[src/rtl/core/pse_pkg.sv]
`default_nettype none
// ----------------------------------------------------------------------------
// pse_pkg: palette scanline expander shared definitions
// Constants, register indexes and types used across the expander files.
// ----------------------------------------------------------------------------
package pse_pkg;

    localparam int BYTES_PER_ITEM = 8;
    localparam int MAX_GROUPS     = 128;
    localparam int MAX_LINES      = 1024;

    localparam int NUM_LANES      = 16;   // one lane per output signal byte
    localparam int PAL_ENTRIES    = 16;
    localparam int PAL_BITS       = 6;
    localparam int GRP_W          = 7;
    localparam int LINE_W         = 10;
    localparam int CFG_IDX_W      = 3;
    localparam int CFG_DATA_W     = 48;

    // Configuration register indexes
    localparam logic [CFG_IDX_W-1:0] REG_PAL_LOW     = 3'd0;
    localparam logic [CFG_IDX_W-1:0] REG_PAL_HIGH    = 3'd1;
    localparam logic [CFG_IDX_W-1:0] REG_SYNC_BITS   = 3'd2;
    localparam logic [CFG_IDX_W-1:0] REG_LINE_GROUPS = 3'd3;
    localparam logic [CFG_IDX_W-1:0] REG_LINE_COUNT  = 3'd4;

    typedef logic [PAL_ENTRIES-1:0][PAL_BITS-1:0] t_palette;

    // Position flags for one transfer
    typedef struct packed {
        logic eol;
        logic eof;
    } t_pos_flags;

    // Count limits fed to the position counter
    typedef struct packed {
        logic [7:0]  line_groups;
        logic [10:0] line_count;
    } t_limits;

endpackage
`default_nettype wire

[src/rtl/core/pse_if.sv]
`default_nettype none
// ----------------------------------------------------------------------------
// pse interfaces: pixel, signal and configuration channels
// Valid/ready channels with source and sink modports.
// ----------------------------------------------------------------------------
interface pse_pix_if;
    logic        valid;
    logic        ready;
    logic [63:0] pixel_bytes;
    logic        frame_start;

    modport source (output valid, output pixel_bytes, output frame_start, input ready);
    modport sink   (input valid, input pixel_bytes, input frame_start, output ready);
endinterface

interface pse_sig_if;
    logic        valid;
    logic        ready;
    logic [63:0] signals_low;
    logic [63:0] signals_high;
    logic        end_of_line;
    logic        end_of_frame;

    modport source (output valid, output signals_low, output signals_high,
                    output end_of_line, output end_of_frame, input ready);
    modport sink   (input valid, input signals_low, input signals_high,
                    input end_of_line, input end_of_frame, output ready);
endinterface

interface pse_cfg_if;
    logic        valid;
    logic        ready;
    logic [2:0]  index;
    logic [47:0] data;

    modport source (output valid, output index, output data, input ready);
    modport sink   (input valid, input index, input data, output ready);
endinterface
`default_nettype wire

[src/rtl/core/palette_scanline_expander_core.sv]
`default_nettype none
// ----------------------------------------------------------------------------
// palette_scanline_expander_core: 4bpp palette scanline expander
// Turns 16 packed pixels per transfer into 16 VGA signal bytes.
// ----------------------------------------------------------------------------
// Each pixel transfer carries 8 frame-buffer bytes (16 pixels, high nibble
// first). Sixteen lanes look the pixels up in the 16-entry RGB222 palette in
// parallel and OR in the idle sync bits; the merge stage packs the bytes in
// I2S DMA order (adjacent 16-bit words swapped) and tags the transfer with
// end-of-line / end-of-frame from the group and line counters. Throughput is
// one transfer per clock while the signal side accepts; results leave from the output register.
// A second (skid) register keeps the pixel side accepting for one more
// transfer while the signal side stalls. Configuration writes are taken every
// cycle and must only be issued while the core is idle.
// ----------------------------------------------------------------------------
module palette_scanline_expander_core
    import pse_pkg::*;
(
    input  wire logic i_clk,
    input  wire logic i_rst_n,
    pse_pix_if.sink   i_pix,
    pse_cfg_if.sink   i_cfg,
    pse_sig_if.source o_sig
);

    // ---------------- configuration registers ----------------
    logic [CFG_DATA_W-1:0] r_pal_low, r_pal_high;
    logic [7:0]            r_sync_bits;
    logic [7:0]            r_line_groups;
    logic [10:0]           r_line_count;

    assign i_cfg.ready = 1'b1;

    always_ff @(posedge i_clk) begin
        if (!i_rst_n) begin
            r_pal_low     <= '0;
            r_pal_high    <= '0;
            r_sync_bits   <= '0;
            r_line_groups <= 8'd40;
            r_line_count  <= 11'd480;
        end else if (i_cfg.valid) begin
            case (i_cfg.index)
                REG_PAL_LOW:     r_pal_low     <= i_cfg.data;
                REG_PAL_HIGH:    r_pal_high    <= i_cfg.data;
                REG_SYNC_BITS:   r_sync_bits   <= i_cfg.data[7:0];
                REG_LINE_GROUPS: r_line_groups <= i_cfg.data[7:0];
                REG_LINE_COUNT:  r_line_count  <= i_cfg.data[10:0];
                default: ;  // unmapped index, dropped
            endcase
        end
    end

    t_palette palette;
    assign palette = {r_pal_high, r_pal_low};

    // ---------------- handshake ----------------
    logic r_out_valid, r_skid_valid;
    logic pix_xfer, sig_xfer;

    assign i_pix.ready = !r_skid_valid;
    assign pix_xfer    = i_pix.valid && i_pix.ready;
    assign sig_xfer    = r_out_valid && o_sig.ready;

    // ---------------- lanes ----------------
    // Signal byte m comes from source byte (m/2)^1: the word-pair swap.
    // Even m takes the high nibble (earlier pixel), odd m the low nibble.
    logic [NUM_LANES-1:0][7:0] lane_sig;

    for (genvar m = 0; m < NUM_LANES; m++) begin : g_lane
        localparam int SRC = (m / 2) ^ 1;
        if (SRC < BYTES_PER_ITEM) begin : g_live
            localparam int NIB_LSB = 8 * SRC + ((m % 2 == 0) ? 4 : 0);
            pse_lane u_lane (
                .i_palette   (palette),
                .i_sync_bits (r_sync_bits),
                .i_nibble    (i_pix.pixel_bytes[NIB_LSB +: 4]),
                .o_signal    (lane_sig[m])
            );
        end else begin : g_empty
            // short items: no source byte, signal byte is zero
            assign lane_sig[m] = '0;
        end
    end

    // ---------------- position counter ----------------
    t_limits    limits;
    t_pos_flags flags;

    assign limits.line_groups = r_line_groups;
    assign limits.line_count  = r_line_count;

    pse_counter u_counter (
        .i_clk         (i_clk),
        .i_rst_n       (i_rst_n),
        .i_step        (pix_xfer),
        .i_frame_start (i_pix.frame_start),
        .i_limits      (limits),
        .o_flags       (flags)
    );

    // ---------------- merge: output register + skid ----------------
    logic [NUM_LANES*8-1:0] r_out_data,  r_skid_data,  merged;
    t_pos_flags             r_out_flags, r_skid_flags;

    assign merged = lane_sig;

    always_ff @(posedge i_clk) begin
        if (!i_rst_n) begin
            r_out_valid  <= 1'b0;
            r_skid_valid <= 1'b0;
        end else if (!r_out_valid || sig_xfer) begin
            if (r_skid_valid) begin
                r_out_valid  <= 1'b1;
                r_skid_valid <= 1'b0;
            end else begin
                r_out_valid  <= pix_xfer;
            end
        end else if (pix_xfer) begin
            r_skid_valid <= 1'b1;
        end
    end

    // payload, no reset
    always_ff @(posedge i_clk) begin
        if (!r_out_valid || sig_xfer) begin
            if (r_skid_valid) begin
                r_out_data  <= r_skid_data;
                r_out_flags <= r_skid_flags;
            end else if (pix_xfer) begin
                r_out_data  <= merged;
                r_out_flags <= flags;
            end
        end else if (pix_xfer) begin
            r_skid_data  <= merged;
            r_skid_flags <= flags;
        end
    end

    assign o_sig.valid        = r_out_valid;
    assign o_sig.signals_low  = r_out_data[63:0];
    assign o_sig.signals_high = r_out_data[127:64];
    assign o_sig.end_of_line  = r_out_flags.eol;
    assign o_sig.end_of_frame = r_out_flags.eof;

    // ---------------- assertions ----------------
    a_skid_behind_out: assert property (@(posedge i_clk) disable iff (!i_rst_n)
        r_skid_valid |-> r_out_valid)
        else $error("skid entry held with empty output register");

    a_eof_has_eol: assert property (@(posedge i_clk) disable iff (!i_rst_n)
        (o_sig.valid && o_sig.end_of_frame) |-> o_sig.end_of_line)
        else $error("end of frame without end of line");

    a_stall_holds: assert property (@(posedge i_clk) disable iff (!i_rst_n)
        (r_out_valid && !o_sig.ready) |=> r_out_valid)
        else $error("stalled result dropped");

    a_no_overrun: assert property (@(posedge i_clk) disable iff (!i_rst_n)
        (r_skid_valid && !sig_xfer) |=> r_skid_valid)
        else $error("skid entry lost while output stalled");

endmodule
`default_nettype wire

[src/rtl/core/pse_lane.sv]
`default_nettype none
// ----------------------------------------------------------------------------
// pse_lane: one pixel lane
// Looks a nibble up in the palette and ORs in the idle sync bits.
// ----------------------------------------------------------------------------
module pse_lane
    import pse_pkg::*;
(
    input  wire t_palette   i_palette,
    input  wire logic [7:0] i_sync_bits,
    input  wire logic [3:0] i_nibble,
    output logic [7:0]      o_signal
);

    assign o_signal = {2'b00, i_palette[i_nibble]} | i_sync_bits;

endmodule
`default_nettype wire

[src/rtl/core/pse_counter.sv]
`default_nettype none
// ----------------------------------------------------------------------------
// pse_counter: column group and line position counter
// Flags end of line / end of frame for the item being transferred.
// ----------------------------------------------------------------------------
module pse_counter
    import pse_pkg::*;
(
    input  wire logic       i_clk,
    input  wire logic       i_rst_n,
    input  wire logic       i_step,
    input  wire logic       i_frame_start,
    input  wire t_limits    i_limits,
    output t_pos_flags      o_flags
);

    logic [GRP_W-1:0]  r_group, n_group;
    logic [LINE_W-1:0] r_line,  n_line;
    logic [GRP_W-1:0]  grp_base;
    logic [LINE_W-1:0] line_base;
    logic [GRP_W:0]    grp_inc, grp_lim;
    logic [LINE_W:0]   line_inc, line_lim;

    // zero counts as one, large values saturate
    always_comb begin
        if (i_limits.line_groups == '0) begin
            grp_lim = (GRP_W+1)'(1);
        end else if (i_limits.line_groups > 8'(MAX_GROUPS)) begin
            grp_lim = (GRP_W+1)'(MAX_GROUPS);
        end else begin
            grp_lim = (GRP_W+1)'(i_limits.line_groups);
        end
        if (i_limits.line_count == '0) begin
            line_lim = (LINE_W+1)'(1);
        end else if (i_limits.line_count > 11'(MAX_LINES)) begin
            line_lim = (LINE_W+1)'(MAX_LINES);
        end else begin
            line_lim = (LINE_W+1)'(i_limits.line_count);
        end
    end

    assign grp_base  = i_frame_start ? '0 : r_group;
    assign line_base = i_frame_start ? '0 : r_line;
    assign grp_inc   = {1'b0, grp_base} + (GRP_W+1)'(1);
    assign line_inc  = {1'b0, line_base} + (LINE_W+1)'(1);

    assign o_flags.eol = (grp_inc >= grp_lim);
    assign o_flags.eof = o_flags.eol && (line_inc >= line_lim);

    always_comb begin
        n_group = r_group;
        n_line  = r_line;
        if (i_step) begin
            if (o_flags.eol) begin
                n_group = '0;
                n_line  = o_flags.eof ? '0 : line_inc[LINE_W-1:0];
            end else begin
                n_group = grp_inc[GRP_W-1:0];
                n_line  = line_base;
            end
        end
    end

    always_ff @(posedge i_clk) begin
        if (!i_rst_n) begin
            r_group <= '0;
            r_line  <= '0;
        end else begin
            r_group <= n_group;
            r_line  <= n_line;
        end
    end

endmodule
`default_nettype wire

[src/flat_wrapper.sv]
// flat-port wrapper written by rule: the top's interface ports become plain ports
module palette_scanline_expander_core_flat import pse_pkg::*;
  (i_clk, i_rst_n, i_pix_valid, i_pix_pixel_bytes, i_pix_frame_start, i_pix_ready, i_cfg_valid, i_cfg_index, i_cfg_data, i_cfg_ready, o_sig_valid, o_sig_signals_low, o_sig_signals_high, o_sig_end_of_line, o_sig_end_of_frame, o_sig_ready);
  pse_pix_if i_pix_i ();
  pse_cfg_if i_cfg_i ();
  pse_sig_if o_sig_i ();
  input  wire logic i_clk;
  input  wire logic i_rst_n;
  input wire logic [$bits(i_pix_i.valid)-1:0] i_pix_valid;
  input wire logic [$bits(i_pix_i.pixel_bytes)-1:0] i_pix_pixel_bytes;
  input wire logic [$bits(i_pix_i.frame_start)-1:0] i_pix_frame_start;
  output wire logic [$bits(i_pix_i.ready)-1:0] i_pix_ready;
  input wire logic [$bits(i_cfg_i.valid)-1:0] i_cfg_valid;
  input wire logic [$bits(i_cfg_i.index)-1:0] i_cfg_index;
  input wire logic [$bits(i_cfg_i.data)-1:0] i_cfg_data;
  output wire logic [$bits(i_cfg_i.ready)-1:0] i_cfg_ready;
  output wire logic [$bits(o_sig_i.valid)-1:0] o_sig_valid;
  output wire logic [$bits(o_sig_i.signals_low)-1:0] o_sig_signals_low;
  output wire logic [$bits(o_sig_i.signals_high)-1:0] o_sig_signals_high;
  output wire logic [$bits(o_sig_i.end_of_line)-1:0] o_sig_end_of_line;
  output wire logic [$bits(o_sig_i.end_of_frame)-1:0] o_sig_end_of_frame;
  input wire logic [$bits(o_sig_i.ready)-1:0] o_sig_ready;
  assign i_pix_i.valid = i_pix_valid;
  assign i_pix_i.pixel_bytes = i_pix_pixel_bytes;
  assign i_pix_i.frame_start = i_pix_frame_start;
  assign i_pix_ready = i_pix_i.ready;
  assign i_cfg_i.valid = i_cfg_valid;
  assign i_cfg_i.index = i_cfg_index;
  assign i_cfg_i.data = i_cfg_data;
  assign i_cfg_ready = i_cfg_i.ready;
  assign o_sig_valid = o_sig_i.valid;
  assign o_sig_signals_low = o_sig_i.signals_low;
  assign o_sig_signals_high = o_sig_i.signals_high;
  assign o_sig_end_of_line = o_sig_i.end_of_line;
  assign o_sig_end_of_frame = o_sig_i.end_of_frame;
  assign o_sig_i.ready = o_sig_ready;
  palette_scanline_expander_core u_core (.i_clk(i_clk), .i_rst_n(i_rst_n), .i_pix(i_pix_i), .i_cfg(i_cfg_i), .o_sig(o_sig_i));
endmodule
[config.mk]
export PLATFORM = sky130hd
export DESIGN_NAME = palette_scanline_expander_core_flat
export DESIGN_NICKNAME = d
export VERILOG_FILES = /design/src/rtl/core/pse_pkg.sv /design/src/rtl/core/pse_if.sv /design/src/rtl/core/palette_scanline_expander_core.sv /design/src/rtl/core/pse_lane.sv /design/src/rtl/core/pse_counter.sv /design/src/flat_wrapper.sv
export SDC_FILE = /design/constraint.sdc
export NUM_CORES = 1
export LEC_CHECK = 0
export BUFFER_PORTS_ARGS = -buffer_cell sky130_fd_sc_hd__buf_2
export CAP_MARGIN = 20
export CORE_MARGIN = 5
export CORE_UTILIZATION = 50
export DETAILED_ROUTE_END_ITERATION = 8
export GPL_ROUTABILITY_DRIVEN = 0
export PLACE_DENSITY = 0.69
export RECOVER_POWER = 25
export SKIP_LAST_GASP = 1
export SYNTH_ARGS = -nofsm -noshare
export SYNTH_HDL_FRONTEND = slang
export SYNTH_SLANG_ARGS = --single-unit
export TNS_END_PERCENT = 100
[constraint.sdc]
create_clock -name i_clk -period 11.4 [get_ports i_clk]
set_input_delay 1.14 -clock i_clk [delete_from_list [all_inputs] [get_ports i_clk]]
set_output_delay 1.14 -clock i_clk [all_outputs]
set_load 0.05 [all_outputs]
==> results by stage <==
Placement:
- Buffers placed on the I/O ports in this run total 252.
- The number of placed instances, taps included is 2908.
- The wire-length estimate of the detail-placed layout is approximately 61 mm.

Synth:
- The dominant synthesized flop cell is edfxtp_1.
- The share of the Yosys chip area taken by registers is 0.314.
- After synthesis, the netlist uses 57 different library cells.
- The synthesized area is about 28000 sq um.
- The number of cells produced by synthesis is about 2.2k.
- Counting every net in the synthesized netlist gives 2368.
- For this run, the number of Yosys warnings is 0.
- In this run the mean area of a mapped cell was approximately 13 sq um.
- In this run, synthesis produced a sequential element count of about 340.
- Of all flip-flops after synthesis, the portion carrying an async set or reset was 0.
- Yosys mapped a number of flops with a built-in enable equal to 200.

Critical path:
- The worst register-to-register path has a depth of 2.
- Walking the worst path, the cells encountered are clkbuf_1 > clkbuf_1 > nand3_1.
- STA classifies the critical path startpoint as an input pin.
- For the worst setup path, the data arrival time is roughly 5.4 ns.
- The data required time of the worst path is 11.65 ns.
- The number of buffers and inverters on the critical path is 2.
- On the critical path, the stage with the largest delay is an instance of clkbuf_1.
- For this run, the slowest stage of the critical path takes about 3.2 ns.
- Broken down by cell family, the worst path's largest delay share belongs to buffers and inverters.
- The cell that appears most often on the critical path is clkbuf_1.
- The largest fanout on the critical path is 122.
- The critical path is of the in2reg type.
- The critical path runs through a total of 3 cells.
- The worst setup path is captured at a flip-flop.

Power and ir drop:
- Of the total power, the share spent switching nets is 0.301.
- The switching power total is 0.978 mW.
- Of the total power, registers draw 0.443.
- The internal power summed over all cells is 2.27 mW.
- The share of total power in the clock network is 0.371.
- Power spread over the standard cell area amounts to ~110 nW/um^2.
- VDD sags by at most just over 0.09 mV.
- Summed over all cells, the static leakage comes to about 12 nW.
- The combinational power share is 0.186.

Finish:
- Leaving out fill and tap cells, the most frequent cells in the layout are nand2_1 (286), mux4_1 (223), buf_2 (202).
- The area of combinational cells with multiple inputs is about 17000 sq um.
- The fraction of final layout cells sized beyond drive strength 1 is 0.239.
- The final cell count without fillers is roughly 3.0k.
- The library cell used most frequently in the layout, excluding fill and tap cells, is nand2_1.
- The synthesis-to-finish area growth is 5.60%.
- Counting the fill cells in the layout gives roughly 4.7k.
- The sequential cell area is about 8800 sq um.
- The count of nets after finishing is 2337.

Clock network:
- In this run, post-CTS repair resized a total of 0 instances.
- CTS placed an instance of clkbuf_16 at the clock tree root.
- The later-pin clock latency in the skew report is 0.58 ns.
- For this design, the CTS-stage hold fixing added 0 buffers.
- The clock edge transition at the registers on the reported setup and hold paths is 0.06 ns.
- In this run, CTS created clock tree buffers numbering 39.
- After clock tree synthesis, the setup repair step added 0 buffers.
- In this run the deepest clock path goes through 3 buffers.
- The H-tree depth reported by CTS is 2.
- The number of sinks on the clock net is roughly 340.
- The TritonCTS clock tree is done.

GRT:
- The initial antenna violation count is 19.
- After global routing the overflow that remains totals 0.
- In the global route stage, overall resource usage came out at 0.293.
- The via count of the first global-routing pass is between 20k and 25k.
- The first global-routing pass estimated 136 mm of wire.
- The pin count of the biggest net entering global routing is around 120.

Floorplan:
- The horizontal die dimension is 248 microns.
- The initial utilization of the core area, before any placement, comes to 0.502.
- The die covers ~61000 sq um.
- The cell row count is slightly below 90.
- The area of the core is between 50000 and 60000 sq um.
- The boundary pin count is roughly 250.
- The height of the die is 248 microns.

STA:
- The worst setup skew after layout is roughly 0.027 ns.
- The routed design could run at a clock period as short as between 5 and 6 ns.
- The tightest hold path in the finished design has a slack of just under 0.5 ns.
- Timing would allow up to 0.196 GHz.
- The final-layout setup total negative slack is 0 ns.
- Setup repair after global routing left no endpoint under its margin.
- Setup violations remaining at the end of the flow were counted as 0.
- The hold violation count in the final report is 0.
- At the pin with the least slew margin, the transition time is ~4.5 ns.
- The count of pins over their slew limit is between 150 and 200.
- In the finished design, the share of the clock period the worst path needs comes to 0.447.
- Headroom to the max-slew limit came out at -2.02.

Routing:
- The iteration count of the initial detailed-routing pass is 6.
- In the routed layout, each cell is associated on average with a via count of just over 7.
- The number of DRC markers in iteration 0 is 3030.
- The count of nets left with antenna violations once routing finished came out at 0.
- The average routed wire per standard cell is slightly above 30 microns.
- The DRC violation count after routing is 0.
- The final routed wirelength across all metal layers is ~92 mm.
- The routed layout has ~21k vias.

Worst hold path:
- The number of cells on the worst hold path is 2.
- The worst min-delay path category is reg2reg.

Run status:
- The final reports fail on max-capacitance violations, max-slew violations.
- The run finished, with violations left.

Job:
- The number of maximum-capacitance violations is 2.
## cell families (layout without fill, tap and decap cells)
| kind of cell | after synthesis | after routing | share of synthesized area |
|---|---|---|---|
| and+or+nand+nor | 572 | 572 | 0.0988 |
| xor gates and xnor gates | 11 | 11 | 0.00341 |
| buffers and inverters | 340 | 337 | 0.0674 |
| DFF | 342 | 342 | 0.314 |
| muxes | 580 | 580 | 0.421 |
| other | 1 | 12 | 0.000133 |
| AOI/OAI and AO/OA | 359 | 359 | 0.0866 |
| adders and majority gates | 21 | 21 | 0.00931 |
## metal layers
metal  global-route usage  vias up  share of wire
met3               0.0974      441           0.13
met4                0.139       12          0.065
li1                     -     8721              -
met5                    0        -        0.00075
met2                0.446     1749           0.44
met1                0.382    10400           0.37
## stage by stage
step	utilization	worst slack [ns]	instance area, sq um	power [mW]
after CTS	0.531	6.94	29800	3.26
after global routing	0.530	5.96	29800	3.36
after floorplan	-	5.25	28200	1.92
after global placement	0.510	6.50	28600	2.05
after detailed placement	0.510	6.35	28600	2.06
final	0.530	6.30	29800	3.25
## power groups by stage
stage | registers (mW) | clock network [mW] | logic (mW)
after floorplan | 1.53 | 0 | 0.390
after global placement | 1.46 | 0 | 0.588
after detailed placement | 1.46 | 0 | 0.598
after CTS | 1.44 | 1.23 | 0.599
after global routing | 1.44 | 1.28 | 0.635
final | 1.44 | 1.20 | 0.603
## worst paths after layout
kind / start / to / slack (ns)
max: i_rst_n / u_core.r_line_count[8]$_SDFFE_PN1P_ / 6.30
min: u_core.r_line_groups[7]$_SDFFE_PN0P_ / u_core.r_line_groups[7]$_SDFFE_PN0P_ / 0.49
min reg2reg: u_core.r_line_groups[7]$_SDFFE_PN0P_ / u_core.r_line_groups[7]$_SDFFE_PN0P_ / 0.49
max reg2reg: u_core.r_skid_valid$_SDFFE_PP0P_ / u_core.r_out_data[117]$_DFFE_PP_ / 7.81
## synth_stat cells, drive strengths merged (3+ instances only)
library cell,n,area (sq um)
ha,21,263
a21boi,127,953
mux4,384,9490
and3,9,56.3
inv,4,15.0
xnor2,6,52.6
a32o,3,30.0
a21oi,100,500
a31oi,4,25.0
buf,159,1190
nor4,4,25.0
a21o,6,45.0
nand2b,3,18.8
nor2b,105,657
a211oi,98,741
edfxtp,200,6010
a221oi,4,35.0
clkbuf,175,691
or2,98,613
and2,4,25.0
xor2,5,43.8
dfxtp,142,2840
mux2,100,1420
nand3,27,135
nand2,286,1070
nor2,21,78.8
mux2i,96,961
nor3,4,20.0
o21ai,8,40.0
## flip-flops by register name (all words and copies together), names as in the netlist
| name | cells |
|---|---|
| u_core.r_out_data | 98 |
| u_core.r_skid_data | 98 |
| u_core.r_pal_high | 48 |
| u_core.r_pal_low | 48 |
| u_core.r_line_count | 11 |
| u_core.u_counter.r_line | 10 |
| u_core.r_line_groups | 8 |
| u_core.r_sync_bits | 8 |
| u_core.u_counter.r_group | 7 |
| u_core.r_skid_flags | 2 |
| u_core.o_sig.end_of_frame | 1 |
| u_core.o_sig.end_of_line | 1 |
| u_core.o_sig.valid | 1 |
| u_core.r_skid_valid | 1 |
## cell type report
cell class | instances | area share
multi-input combinational | 1544 | 0.586
sequential | 342 | 0.297
timing repair buffer | 262 | 0.0430
clock buffer | 49 | 0.0351
tap | 756 | 0.0317
clock inverter | 20 | 0.00487
inverter | 6 | 0.000924
antenna | 11 | 0.000924
## worst reg2reg max path, delay by kind of cell, from the launching register on
| family | cells | cell delay, ns |
|---|---|---|
| buf+inv | 1 | 0.88 |
| flops | 1 | 0.55 |
| compound gates | 1 | 1.73 |
(Power assumes the default switching activity.)
